$ cat config.mk
export PLATFORM = sky130hd
export DESIGN_NAME = window_table_hit_test_unit
export DESIGN_NICKNAME = d
export VERILOG_FILES = /design/src/rtl/core/wth_pkg.sv /design/src/rtl/core/wth_cmp_unit.sv /design/src/rtl/core/window_table_hit_test_unit.sv
export VERILOG_INCLUDE_DIRS = /design/src /design/src/rtl/core
export SDC_FILE = /design/constraint.sdc
export NUM_CORES = 2
export LEC_CHECK = 0
export ABC_AREA = 1
export CORE_AREA = 3 3 555 447
export CTS_CLUSTER_SIZE = 14
export DETAILED_ROUTE_END_ITERATION = 8
export DIE_AREA = 0 0 558 450
export DONT_BUFFER_PORTS = 1
export HOLD_SLACK_MARGIN = 0.06
export PLACE_DENSITY_LB_ADDON = 0.1
export SYNTH_ARGS = -nofsm -noshare
export SYNTH_HDL_FRONTEND = slang
export SYNTH_SLANG_ARGS = --single-unit
$ cat constraint.sdc
create_clock -name clock -period 15.2 [get_ports clock]
set_clock_uncertainty 0.15 [all_clocks]
set_input_delay 1.52 -clock clock [delete_from_list [all_inputs] [get_ports clock]]
set_output_delay 1.52 -clock clock [all_outputs]
set_load 0.02 [all_outputs]
$ cat src/rtl/core/window_table_hit_test_unit_macros.svh
// Assertion macros for the window table hit test unit.
// Each check is sampled on the rising clock edge and held off during reset.
`ifndef WINDOW_TABLE_HIT_TEST_UNIT_MACROS_SVH
`define WINDOW_TABLE_HIT_TEST_UNIT_MACROS_SVH
`ifndef SYNTHESIS
// The condition holds at every edge.
`define WTH_ASSERT_ALWAYS(label, clk, rst, cond) \
   label: assert property (@(posedge clk) disable iff (rst) (cond)) \
      else $error("window table check failed");
// The consequent holds at every edge at which the antecedent holds.
`define WTH_ASSERT_IMPLY(label, clk, rst, ante, cons) \
   label: assert property (@(posedge clk) disable iff (rst) (ante) |-> (cons)) \
      else $error("window table check failed");
`else
`define WTH_ASSERT_ALWAYS(label, clk, rst, cond)
`define WTH_ASSERT_IMPLY(label, clk, rst, ante, cons)
`endif
`endif

$ cat src/rtl/core/wth_pkg.sv
`default_nettype none

package wth_pkg;

   // Table size and the index and count widths that follow from it.
   localparam int SLOT_COUNT = 16;
   localparam int SLOT_IDX_W = (SLOT_COUNT > 1) ? $clog2(SLOT_COUNT) : 1;
   localparam int TOTAL_W    = $clog2(SLOT_COUNT + 1);

   // Field widths.
   localparam int MODE_W   = 3;
   localparam int ID_W     = 32;
   localparam int PID_W    = 22;
   localparam int CLIENT_W = 6;
   localparam int POS_W    = 16;
   localparam int SIZE_W   = 15;
   localparam int STATUS_W = 2;
   localparam int LIVE_W   = 5;

   // Operation codes. Codes six and seven are not operations.
   typedef enum logic [MODE_W-1:0] {
      MODE_CREATE  = 3'd0,
      MODE_DESTROY = 3'd1,
      MODE_MOVE    = 3'd2,
      MODE_MARK    = 3'd3,
      MODE_FIND    = 3'd4,
      MODE_HIT     = 3'd5
   } mode_type;

   // Result status codes.
   typedef enum logic [STATUS_W-1:0] {
      STATUS_OK   = 2'd0,
      STATUS_FULL = 2'd1,
      STATUS_MISS = 2'd2
   } status_type;

   // One table entry.
   typedef struct packed {
      logic [ID_W-1:0]            id;
      logic [PID_W-1:0]           pid;
      logic [CLIENT_W-1:0]        client;
      logic signed [POS_W-1:0]    x;
      logic signed [POS_W-1:0]    y;
      logic [SIZE_W-1:0]          w;
      logic [SIZE_W-1:0]          h;
      logic                       committed;
   } slot_type;

   // One request as held for the length of an operation.
   typedef struct packed {
      logic [MODE_W-1:0]          mode;
      logic [ID_W-1:0]            id;
      logic [PID_W-1:0]           pid;
      logic [CLIENT_W-1:0]        client;
      logic signed [POS_W-1:0]    x;
      logic signed [POS_W-1:0]    y;
      logic [SIZE_W-1:0]          w;
      logic [SIZE_W-1:0]          h;
   } req_type;

   // Flags from the shared compare unit.
   typedef struct packed {
      logic id_match;
      logic point_in;
   } cmp_type;

endpackage

`default_nettype wire

$ cat src/rtl/core/wth_cmp_unit.sv
`default_nettype none

module wth_cmp_unit (
   input  wth_pkg::req_type  req_i,
   input  wth_pkg::slot_type slot_i,
   output wth_pkg::cmp_type  cmp_o
);
   import wth_pkg::*;

   localparam int EXT_W = POS_W + 2;

   logic signed [EXT_W-1:0] px;
   logic signed [EXT_W-1:0] py;
   logic signed [EXT_W-1:0] wx;
   logic signed [EXT_W-1:0] wy;
   logic signed [EXT_W-1:0] x_end;
   logic signed [EXT_W-1:0] y_end;

   // Widen point and window corner by two sign bits so the far edge cannot overflow.
   assign px = {{2{req_i.x[POS_W-1]}}, req_i.x};
   assign py = {{2{req_i.y[POS_W-1]}}, req_i.y};
   assign wx = {{2{slot_i.x[POS_W-1]}}, slot_i.x};
   assign wy = {{2{slot_i.y[POS_W-1]}}, slot_i.y};
   assign x_end = wx + {{(EXT_W-SIZE_W){1'b0}}, slot_i.w};
   assign y_end = wy + {{(EXT_W-SIZE_W){1'b0}}, slot_i.h};

   // The far edges are exclusive.
   assign cmp_o.point_in = (px >= wx) && (px < x_end) && (py >= wy) && (py < y_end);
   assign cmp_o.id_match = (slot_i.id == req_i.id);

endmodule

`default_nettype wire

$ cat src/rtl/core/window_table_hit_test_unit.sv
`default_nettype none
`include "window_table_hit_test_unit_macros.svh"
// Channel   Direction  Handshake            Payload
// req_      in         req_valid/req_stall  mode, id, pid, client, position, size
// rsp_      out        rsp_valid/rsp_stall  status, window fields, live count
//
// Each request passes from its transfer to its result through these steps: it is taken,
// each slot is read in turn from the slot memory and compared through the shared compare
// unit, the last slot is compared, and the table is written back and the result loaded.
// Reset clears all valid bits at once, sets the id counter to one and the count to zero.
// A stalled result holds the write-back step until the result register is free.

module window_table_hit_test_unit (
   input  logic                                clock,
   input  logic                                reset,
   input  logic                                req_valid,
   output logic                                req_stall,
   input  logic [wth_pkg::MODE_W-1:0]          req_mode,
   input  logic [wth_pkg::ID_W-1:0]            req_window_id,
   input  logic [wth_pkg::PID_W-1:0]           req_owner_pid,
   input  logic [wth_pkg::CLIENT_W-1:0]        req_client_slot,
   input  logic signed [wth_pkg::POS_W-1:0]    req_pos_x,
   input  logic signed [wth_pkg::POS_W-1:0]    req_pos_y,
   input  logic [wth_pkg::SIZE_W-1:0]          req_size_w,
   input  logic [wth_pkg::SIZE_W-1:0]          req_size_h,
   output logic                                rsp_valid,
   input  logic                                rsp_stall,
   output logic [wth_pkg::STATUS_W-1:0]        rsp_status,
   output logic [wth_pkg::ID_W-1:0]            rsp_found_id,
   output logic [wth_pkg::PID_W-1:0]           rsp_found_pid,
   output logic [wth_pkg::CLIENT_W-1:0]        rsp_found_client,
   output logic signed [wth_pkg::POS_W-1:0]    rsp_found_x,
   output logic signed [wth_pkg::POS_W-1:0]    rsp_found_y,
   output logic [wth_pkg::SIZE_W-1:0]          rsp_found_w,
   output logic [wth_pkg::SIZE_W-1:0]          rsp_found_h,
   output logic                                rsp_found_committed,
   output logic [wth_pkg::LIVE_W-1:0]          rsp_live_count
);
   import wth_pkg::*;

   typedef enum logic [1:0] {
      S_IDLE,
      S_SCAN,
      S_LAST,
      S_WRITE
   } state_type;

   localparam logic [SLOT_IDX_W-1:0] LAST_IDX = SLOT_IDX_W'(SLOT_COUNT - 1);

   state_type               state_ff;
   req_type                 req_ff;
   slot_type                mem [SLOT_COUNT];
   slot_type                rd_ff;
   logic [SLOT_COUNT-1:0]   valid_ff;
   logic [SLOT_COUNT-1:0]   valid_in;
   logic [SLOT_IDX_W-1:0]   cnt_ff;
   logic [SLOT_IDX_W-1:0]   cmp_idx_ff;
   logic                    cmp_en_ff;
   logic                    sel_found_ff;
   logic [SLOT_IDX_W-1:0]   sel_idx_ff;
   slot_type                sel_ff;
   logic [ID_W-1:0]         id_ctr_ff;
   logic [ID_W-1:0]         id_ctr_in;
   logic [TOTAL_W-1:0]      total_ff;
   logic [TOTAL_W-1:0]      total_in;
   logic                    rsp_valid_ff;
   status_type              rsp_status_ff;
   status_type              rsp_status_in;
   slot_type                rsp_slot_ff;
   slot_type                rsp_slot_in;
   logic [LIVE_W-1:0]       rsp_live_ff;

   cmp_type                 cmp;
   logic                    cmp_slot_valid;
   logic                    take;
   logic                    done;
   logic                    mem_we;
   slot_type                mem_wdata;
   slot_type                new_slot;

   // Shared compare unit sees the slot read in the previous cycle.
   wth_cmp_unit u_cmp (
      .req_i  (req_ff),
      .slot_i (rd_ff),
      .cmp_o  (cmp)
   );

   assign cmp_slot_valid = valid_ff[cmp_idx_ff];

   // Decide whether the slot under compare becomes the selected one.
   always_comb begin
      take = 1'b0;
      if (cmp_en_ff) begin
         case (req_ff.mode) inside
            MODE_CREATE: begin
               take = !cmp_slot_valid && !sel_found_ff;
            end
            MODE_DESTROY, MODE_MOVE, MODE_MARK, MODE_FIND: begin
               take = cmp_slot_valid && cmp.id_match && !sel_found_ff;
            end
            MODE_HIT: begin
               take = cmp_slot_valid && cmp.point_in;
            end
            default: begin
               take = 1'b0;
            end
         endcase
      end
   end

   // The write-back step finishes once the result register can take the transfer.
   assign done = (state_ff == S_WRITE) && (!rsp_valid_ff || !rsp_stall);

   // A new window sits at the origin with its commit mark clear.
   always_comb begin
      new_slot           = '0;
      new_slot.id        = id_ctr_ff;
      new_slot.pid       = req_ff.pid;
      new_slot.client    = req_ff.client;
      new_slot.w         = req_ff.w;
      new_slot.h         = req_ff.h;
   end

   // Table update and result for the selected slot.
   always_comb begin
      mem_we        = 1'b0;
      mem_wdata     = sel_ff;
      valid_in      = valid_ff;
      id_ctr_in     = id_ctr_ff;
      total_in      = total_ff;
      rsp_status_in = STATUS_MISS;
      rsp_slot_in   = '0;
      case (req_ff.mode) inside
         MODE_CREATE: begin
            if (sel_found_ff) begin
               mem_we               = 1'b1;
               mem_wdata            = new_slot;
               valid_in[sel_idx_ff] = 1'b1;
               id_ctr_in            = id_ctr_ff + 1'b1;
               total_in             = total_ff + 1'b1;
               rsp_status_in        = STATUS_OK;
               rsp_slot_in          = new_slot;
            end else begin
               rsp_status_in = STATUS_FULL;
            end
         end
         MODE_DESTROY: begin
            if (sel_found_ff) begin
               valid_in[sel_idx_ff] = 1'b0;
               total_in             = total_ff - 1'b1;
               rsp_status_in        = STATUS_OK;
               rsp_slot_in          = sel_ff;
            end
         end
         MODE_MOVE: begin
            mem_wdata.x = req_ff.x;
            mem_wdata.y = req_ff.y;
            if (sel_found_ff) begin
               mem_we        = 1'b1;
               rsp_status_in = STATUS_OK;
               rsp_slot_in   = mem_wdata;
            end
         end
         MODE_MARK: begin
            mem_wdata.committed = 1'b1;
            if (sel_found_ff) begin
               mem_we        = 1'b1;
               rsp_status_in = STATUS_OK;
               rsp_slot_in   = mem_wdata;
            end
         end
         MODE_FIND, MODE_HIT: begin
            if (sel_found_ff) begin
               rsp_status_in = STATUS_OK;
               rsp_slot_in   = sel_ff;
            end
         end
         default: begin
            rsp_status_in = STATUS_MISS;
         end
      endcase
      mem_we = mem_we && done;
   end

   // Slot memory: one write port for write-back, one registered read for the scan.
   always_ff @(posedge clock) begin
      if (mem_we) begin
         mem[sel_idx_ff] <= mem_wdata;
      end
      rd_ff <= mem[cnt_ff];
   end

   // Sequencer, table state and result register.
   always_ff @(posedge clock) begin
      if (reset) begin
         state_ff     <= S_IDLE;
         valid_ff     <= '0;
         id_ctr_ff    <= ID_W'(1);
         total_ff     <= '0;
         rsp_valid_ff <= 1'b0;
         cmp_en_ff    <= 1'b0;
         sel_found_ff <= 1'b0;
      end else begin
         // A new result loaded this cycle takes precedence over the transfer of the old one.
         if (rsp_valid_ff && !rsp_stall && !done) begin
            rsp_valid_ff <= 1'b0;
         end
         cmp_en_ff  <= (state_ff == S_SCAN);
         cmp_idx_ff <= cnt_ff;
         if (take) begin
            sel_found_ff <= 1'b1;
            sel_idx_ff   <= cmp_idx_ff;
            sel_ff       <= rd_ff;
         end
         unique case (state_ff)
            S_IDLE: begin
               if (req_valid) begin
                  req_ff.mode   <= req_mode;
                  req_ff.id     <= req_window_id;
                  req_ff.pid    <= req_owner_pid;
                  req_ff.client <= req_client_slot;
                  req_ff.x      <= req_pos_x;
                  req_ff.y      <= req_pos_y;
                  req_ff.w      <= req_size_w;
                  req_ff.h      <= req_size_h;
                  cnt_ff        <= '0;
                  sel_found_ff  <= 1'b0;
                  state_ff      <= S_SCAN;
               end
            end
            S_SCAN: begin
               cnt_ff <= cnt_ff + 1'b1;
               if (cnt_ff == LAST_IDX) begin
                  state_ff <= S_LAST;
               end
            end
            S_LAST: begin
               state_ff <= S_WRITE;
            end
            S_WRITE: begin
               if (done) begin
                  valid_ff      <= valid_in;
                  id_ctr_ff     <= id_ctr_in;
                  total_ff      <= total_in;
                  rsp_valid_ff  <= 1'b1;
                  rsp_status_ff <= rsp_status_in;
                  rsp_slot_ff   <= rsp_slot_in;
                  rsp_live_ff   <= LIVE_W'(total_in);
                  state_ff      <= S_IDLE;
               end
            end
            default: begin
               state_ff <= S_IDLE;
            end
         endcase
      end
   end

   // Port drive.
   assign req_stall           = reset || (state_ff != S_IDLE);
   assign rsp_valid           = rsp_valid_ff;
   assign rsp_status          = rsp_status_ff;
   assign rsp_found_id        = rsp_slot_ff.id;
   assign rsp_found_pid       = rsp_slot_ff.pid;
   assign rsp_found_client    = rsp_slot_ff.client;
   assign rsp_found_x         = rsp_slot_ff.x;
   assign rsp_found_y         = rsp_slot_ff.y;
   assign rsp_found_w         = rsp_slot_ff.w;
   assign rsp_found_h         = rsp_slot_ff.h;
   assign rsp_found_committed = rsp_slot_ff.committed;
   assign rsp_live_count      = rsp_live_ff;

   // The window count tracks the valid bits.
   `WTH_ASSERT_ALWAYS(a_total_matches_valid, clock, reset, TOTAL_W'($countones(valid_ff)) == total_ff)
   // The count never exceeds the table size.
   `WTH_ASSERT_ALWAYS(a_total_in_range, clock, reset, total_ff <= TOTAL_W'(SLOT_COUNT))
   // A table-full result is only given when every slot is taken.
   `WTH_ASSERT_IMPLY(a_full_means_full, clock, reset,
      rsp_valid_ff && (rsp_status_ff == STATUS_FULL), total_ff == TOTAL_W'(SLOT_COUNT))
   // A slot selected by id or by point is a live one.
   `WTH_ASSERT_IMPLY(a_selected_is_live, clock, reset,
      (state_ff == S_WRITE) && sel_found_ff && (req_ff.mode != MODE_CREATE),
      valid_ff[sel_idx_ff])

endmodule

`default_nettype wire

==> flow_metrics.env <==
export IMPL_clock_latency_ns=0.85
export IMPL_dp_slack_ns=8.92
export IMPL_drive_gt1_frac=0.0816
export IMPL_cts_tree="yes"
export IMPL_place_gp_congestion=0.853
export IMPL_post_route_util=0.460
export IMPL_synth_avg_cell_area_um2=13.6
export IMPL_hpwl_mm=153
export IMPL_cpMostUsedCell="nand2_1"
export IMPL_numCtsBuffers=274
export IMPL_async_reset_ff_frac=0
export IMPL_reg2reg_depth=27
export IMPL_finalCriticalPeriod_ns=6.27
export IMPL_r2r_start="rd_ff[47]$_DFF_P_"
export IMPL_clock_fmax_ghz=0.160
export IMPL_ys_warn_count=0
export IMPL_clkTransAtPathRegs_ns=0.06
export IMPL_ant_nets=0
export IMPL_fin_crit_sh=0.412
export IMPL_worstSetupPathType="reg -> reg"
export IMPL_grt_max_degree=215
export IMPL_critical_path_top_delay_family="simple AND/OR/NAND/NOR gates"
export IMPL_end_kind="flop"
export IMPL_synth_ff_type="edfxtp_1"
export IMPL_synth_cell_area_um2=99200
export IMPL_ys_seq_elements=2539
export IMPL_synth_edf_count=2358
export IMPL_cp_num_cells=27
export IMPL_hold_viol=0
export IMPL_antenna_found_initial=9
export IMPL_p_per_area_nw_per_um2=162
export IMPL_core_area_um2=243000
export IMPL_setup_violations=0
export IMPL_groute_usage_overall=0.220
export IMPL_fin_nets=7590
export IMPL_start_util=0.408
export IMPL_h_tree_depth=5
export IMPL_slew_headroom=0.128
export IMPL_worstHoldPathType="reg -> reg"
export IMPL_drv_cap=0
export IMPL_ctsHoldBuffers=0
export IMPL_p_leak_uw=0.0376
export IMPL_multi_input_area_um2=22200
export IMPL_tightest_slew_ns=1.31
export IMPL_yosysUniqueCellTypes=53
export IMPL_slowest_delay_ns=0.83
export IMPL_required_ns=15.49
export IMPL_io_buffers=0
export IMPL_netlist_area_leader_share=0.714
export IMPL_cts_sinks=2539
export IMPL_ctsRootBufferMaster="clkbuf_16"
export IMPL_die_h_um=450
export IMPL_cts_max_path_buffers=4
export IMPL_drv_slew=0
export IMPL_status="completed"
export IMPL_ctsResizeCount=0
export IMPL_rsz0062_at_grt="no"
export IMPL_synth_seq_area_share=0.750
export IMPL_num_vias=59600
export IMPL_tns_ns=0
export IMPL_syn_nets=7541
export IMPL_ios=261
export IMPL_area_growth_pct=12.8
export IMPL_critPathLaunch="rd_ff[47]$_DFF_P_"
export IMPL_grt_pass1_wl_mm=410
export IMPL_setup_ws_ns=8.93
export IMPL_wl_per_cell_um=26.2
export IMPL_arrival_ns=6.55
export IMPL_ir_drop_mv=0.150
export IMPL_total_power_uw=18200
export IMPL_wirelength_mm=282
export IMPL_drt_iter0_drc=5745
export IMPL_reg2reg_slack_ns=8.93
export IMPL_die_area_um2=251000
export IMPL_start_kind="flop"
export IMPL_slowest_stage="buf_4"
export IMPL_crit_buf_inv=4
export IMPL_fillers=21600
export IMPL_drc_errors=0
export IMPL_synth_top_cell_by_area="edfxtp_1"
export IMPL_viasPerCell=5.53
export IMPL_rows=162
export IMPL_r2r_end="sel_ff[31]$_DFFE_PP_"
export IMPL_drt_pre_antenna_iters=5
export IMPL_cp_max_fo=62
export IMPL_postCtsSetupBuffers=0
export IMPL_crit_path_end="sel_ff[31]$_DFFE_PP_"
export IMPL_synth_area_leaders="edfxtp_1 (71%), nor2_1 (4.6%), o21ai_0 (3.7%)"
export IMPL_grt_ovfl_total=0
export IMPL_first_global_vias=57500
export IMPL_die_w_um=558
export IMPL_syn_inst=7308
export IMPL_regArea_um2=74400
-- routing by layer --
metal	part of all wire	global-route usage	vias up	wire length [um]
met2	0.47	0.350	1594	132000
met4	0.026	0.0594	0	7470
li1	-	-	27200	-
met1	0.46	0.319	30400	129000
met5	0	0	-	0
met3	0.049	0.0297	383	13900
-- worst min-delay path by stage --
stage / start / endpoint / cells after the start
2_1_floorplan: rd_ff[0]$_DFF_P_ / sel_ff[0]$_DFFE_PP_ / 0
3_3_place_gp: rd_ff[86]$_DFF_P_ / sel_ff[86]$_DFFE_PP_ / 0
3_5_place_dp: rd_ff[79]$_DFF_P_ / sel_ff[79]$_DFFE_PP_ / 0
4_1_cts: rd_ff[81]$_DFF_P_ / sel_ff[81]$_DFFE_PP_ / 0
5_1_grt: rd_ff[0]$_DFF_P_ / sel_ff[0]$_DFFE_PP_ / 0
6_report: rd_ff[0]$_DFF_P_ / sel_ff[0]$_DFFE_PP_ / 0
-- registers in the layout, indices dropped and copies added, names as in the netlist, 4 cells and up, named ones only --
name	count
rsp_found_client	6
sel_ff	123
rsp_live_count	5
mem	1968
cnt_ff	4
rd_ff	123
cmp_idx_ff	4
sel_idx_ff	4
rsp_found_id	32
rsp_found_x	16
rsp_found_y	16
id_ctr_ff	32
req_ff	67
new_slot	58
total_ff	5
rsp_found_w	15
rsp_found_pid	22
rsp_found_h	15
-- metrics by stage --
stage,cells,hold WS (ns),instance area [um2]
floorplan,7308,0.236,99200
global placement,10300,0.238,103000
detailed placement,10300,0.239,103000
CTS,10800,0.245,112000
global route,10800,0.256,112000
finish,10800,0.251,112000
-- final cells by class --
type / count / area share
Clock inverter: 98 / 0.00736
Antenna cell: 10 / 0.000224
Tap cell: 3198 / 0.0358
Inverter: 295 / 0.0101
Sequential cell: 2539 / 0.665
Multi-Input combinational cell: 4048 / 0.198
Timing Repair Buffer: 199 / 0.0145
Clock buffer: 393 / 0.0685
-- cells in the final DEF, fill, tap and decap left out, types with 39 or more instances in the layout --
cell type,Yosys,layout
o221ai_1,203,203
nand2_1,712,711
clkbuf_1,357,90
clkbuf_16,0,280
nor2_1,1222,1202
xor2_1,40,40
edfxtp_1,2358,2358
inv_1,286,286
mux2i_1,202,202
clkinv_1,1,39
a21oi_1,126,126
buf_4,2,189
o211ai_1,48,48
ha_1,102,102
o21ai_0,725,721
nand3_1,245,245
dfxtp_1,181,181
o32ai_1,291,291
-- cell usage after synthesis, types with 2 or more instances --
library cell  instances
nor3_1               15
nor2_8                2
o22ai_1               4
nand4_1              20
mux2i_1             202
nor2_4                3
a31oi_1               4
o21bai_1              3
nand2_1             712
fa_1                  2
o221ai_1            203
a21o_1                6
o211ai_1             48
nor2_2                3
buf_4                 2
a21boi_0              3
o32ai_1             291
nor4_1                8
or2_2                 8
o2111ai_1             2
o21a_1                3
nor3_2                2
o31ai_1               2
xor2_1               40
dfxtp_1             181
inv_2                 7
clkbuf_1            357
nand3_1             245
buf_2                30
o21ai_1              12
edfxtp_1           2358
nor2_1             1222
inv_1               286
o21ai_0             725
buf_1                37
xnor2_1              12
ha_1                102
a211oi_1              2
nand3_2               2
a21oi_1             126
nand2_2               2
nand2_4               3
-- power by group --
group	total [uW]	internal [uW]	switching [uW]	leakage, uW
Combinational	3580	1140	2440	0.0107
Clock	6380	3670	2710	0.00413
Sequential	8190	7970	224	0.0228
-- cells by family after synthesis --
logic type                 Yosys count  synth area share
muxes                              202            0.0204
AOI/OAI and AO/OA                 1437            0.0931
adders and majority gates          104            0.0133
xor gates and xnor gates            52           0.00459
buffers and inverters              721            0.0278
and+or+nand+nor                   2253            0.0908
DFF                               2539             0.750
Power figures use the tool's default switching activity.
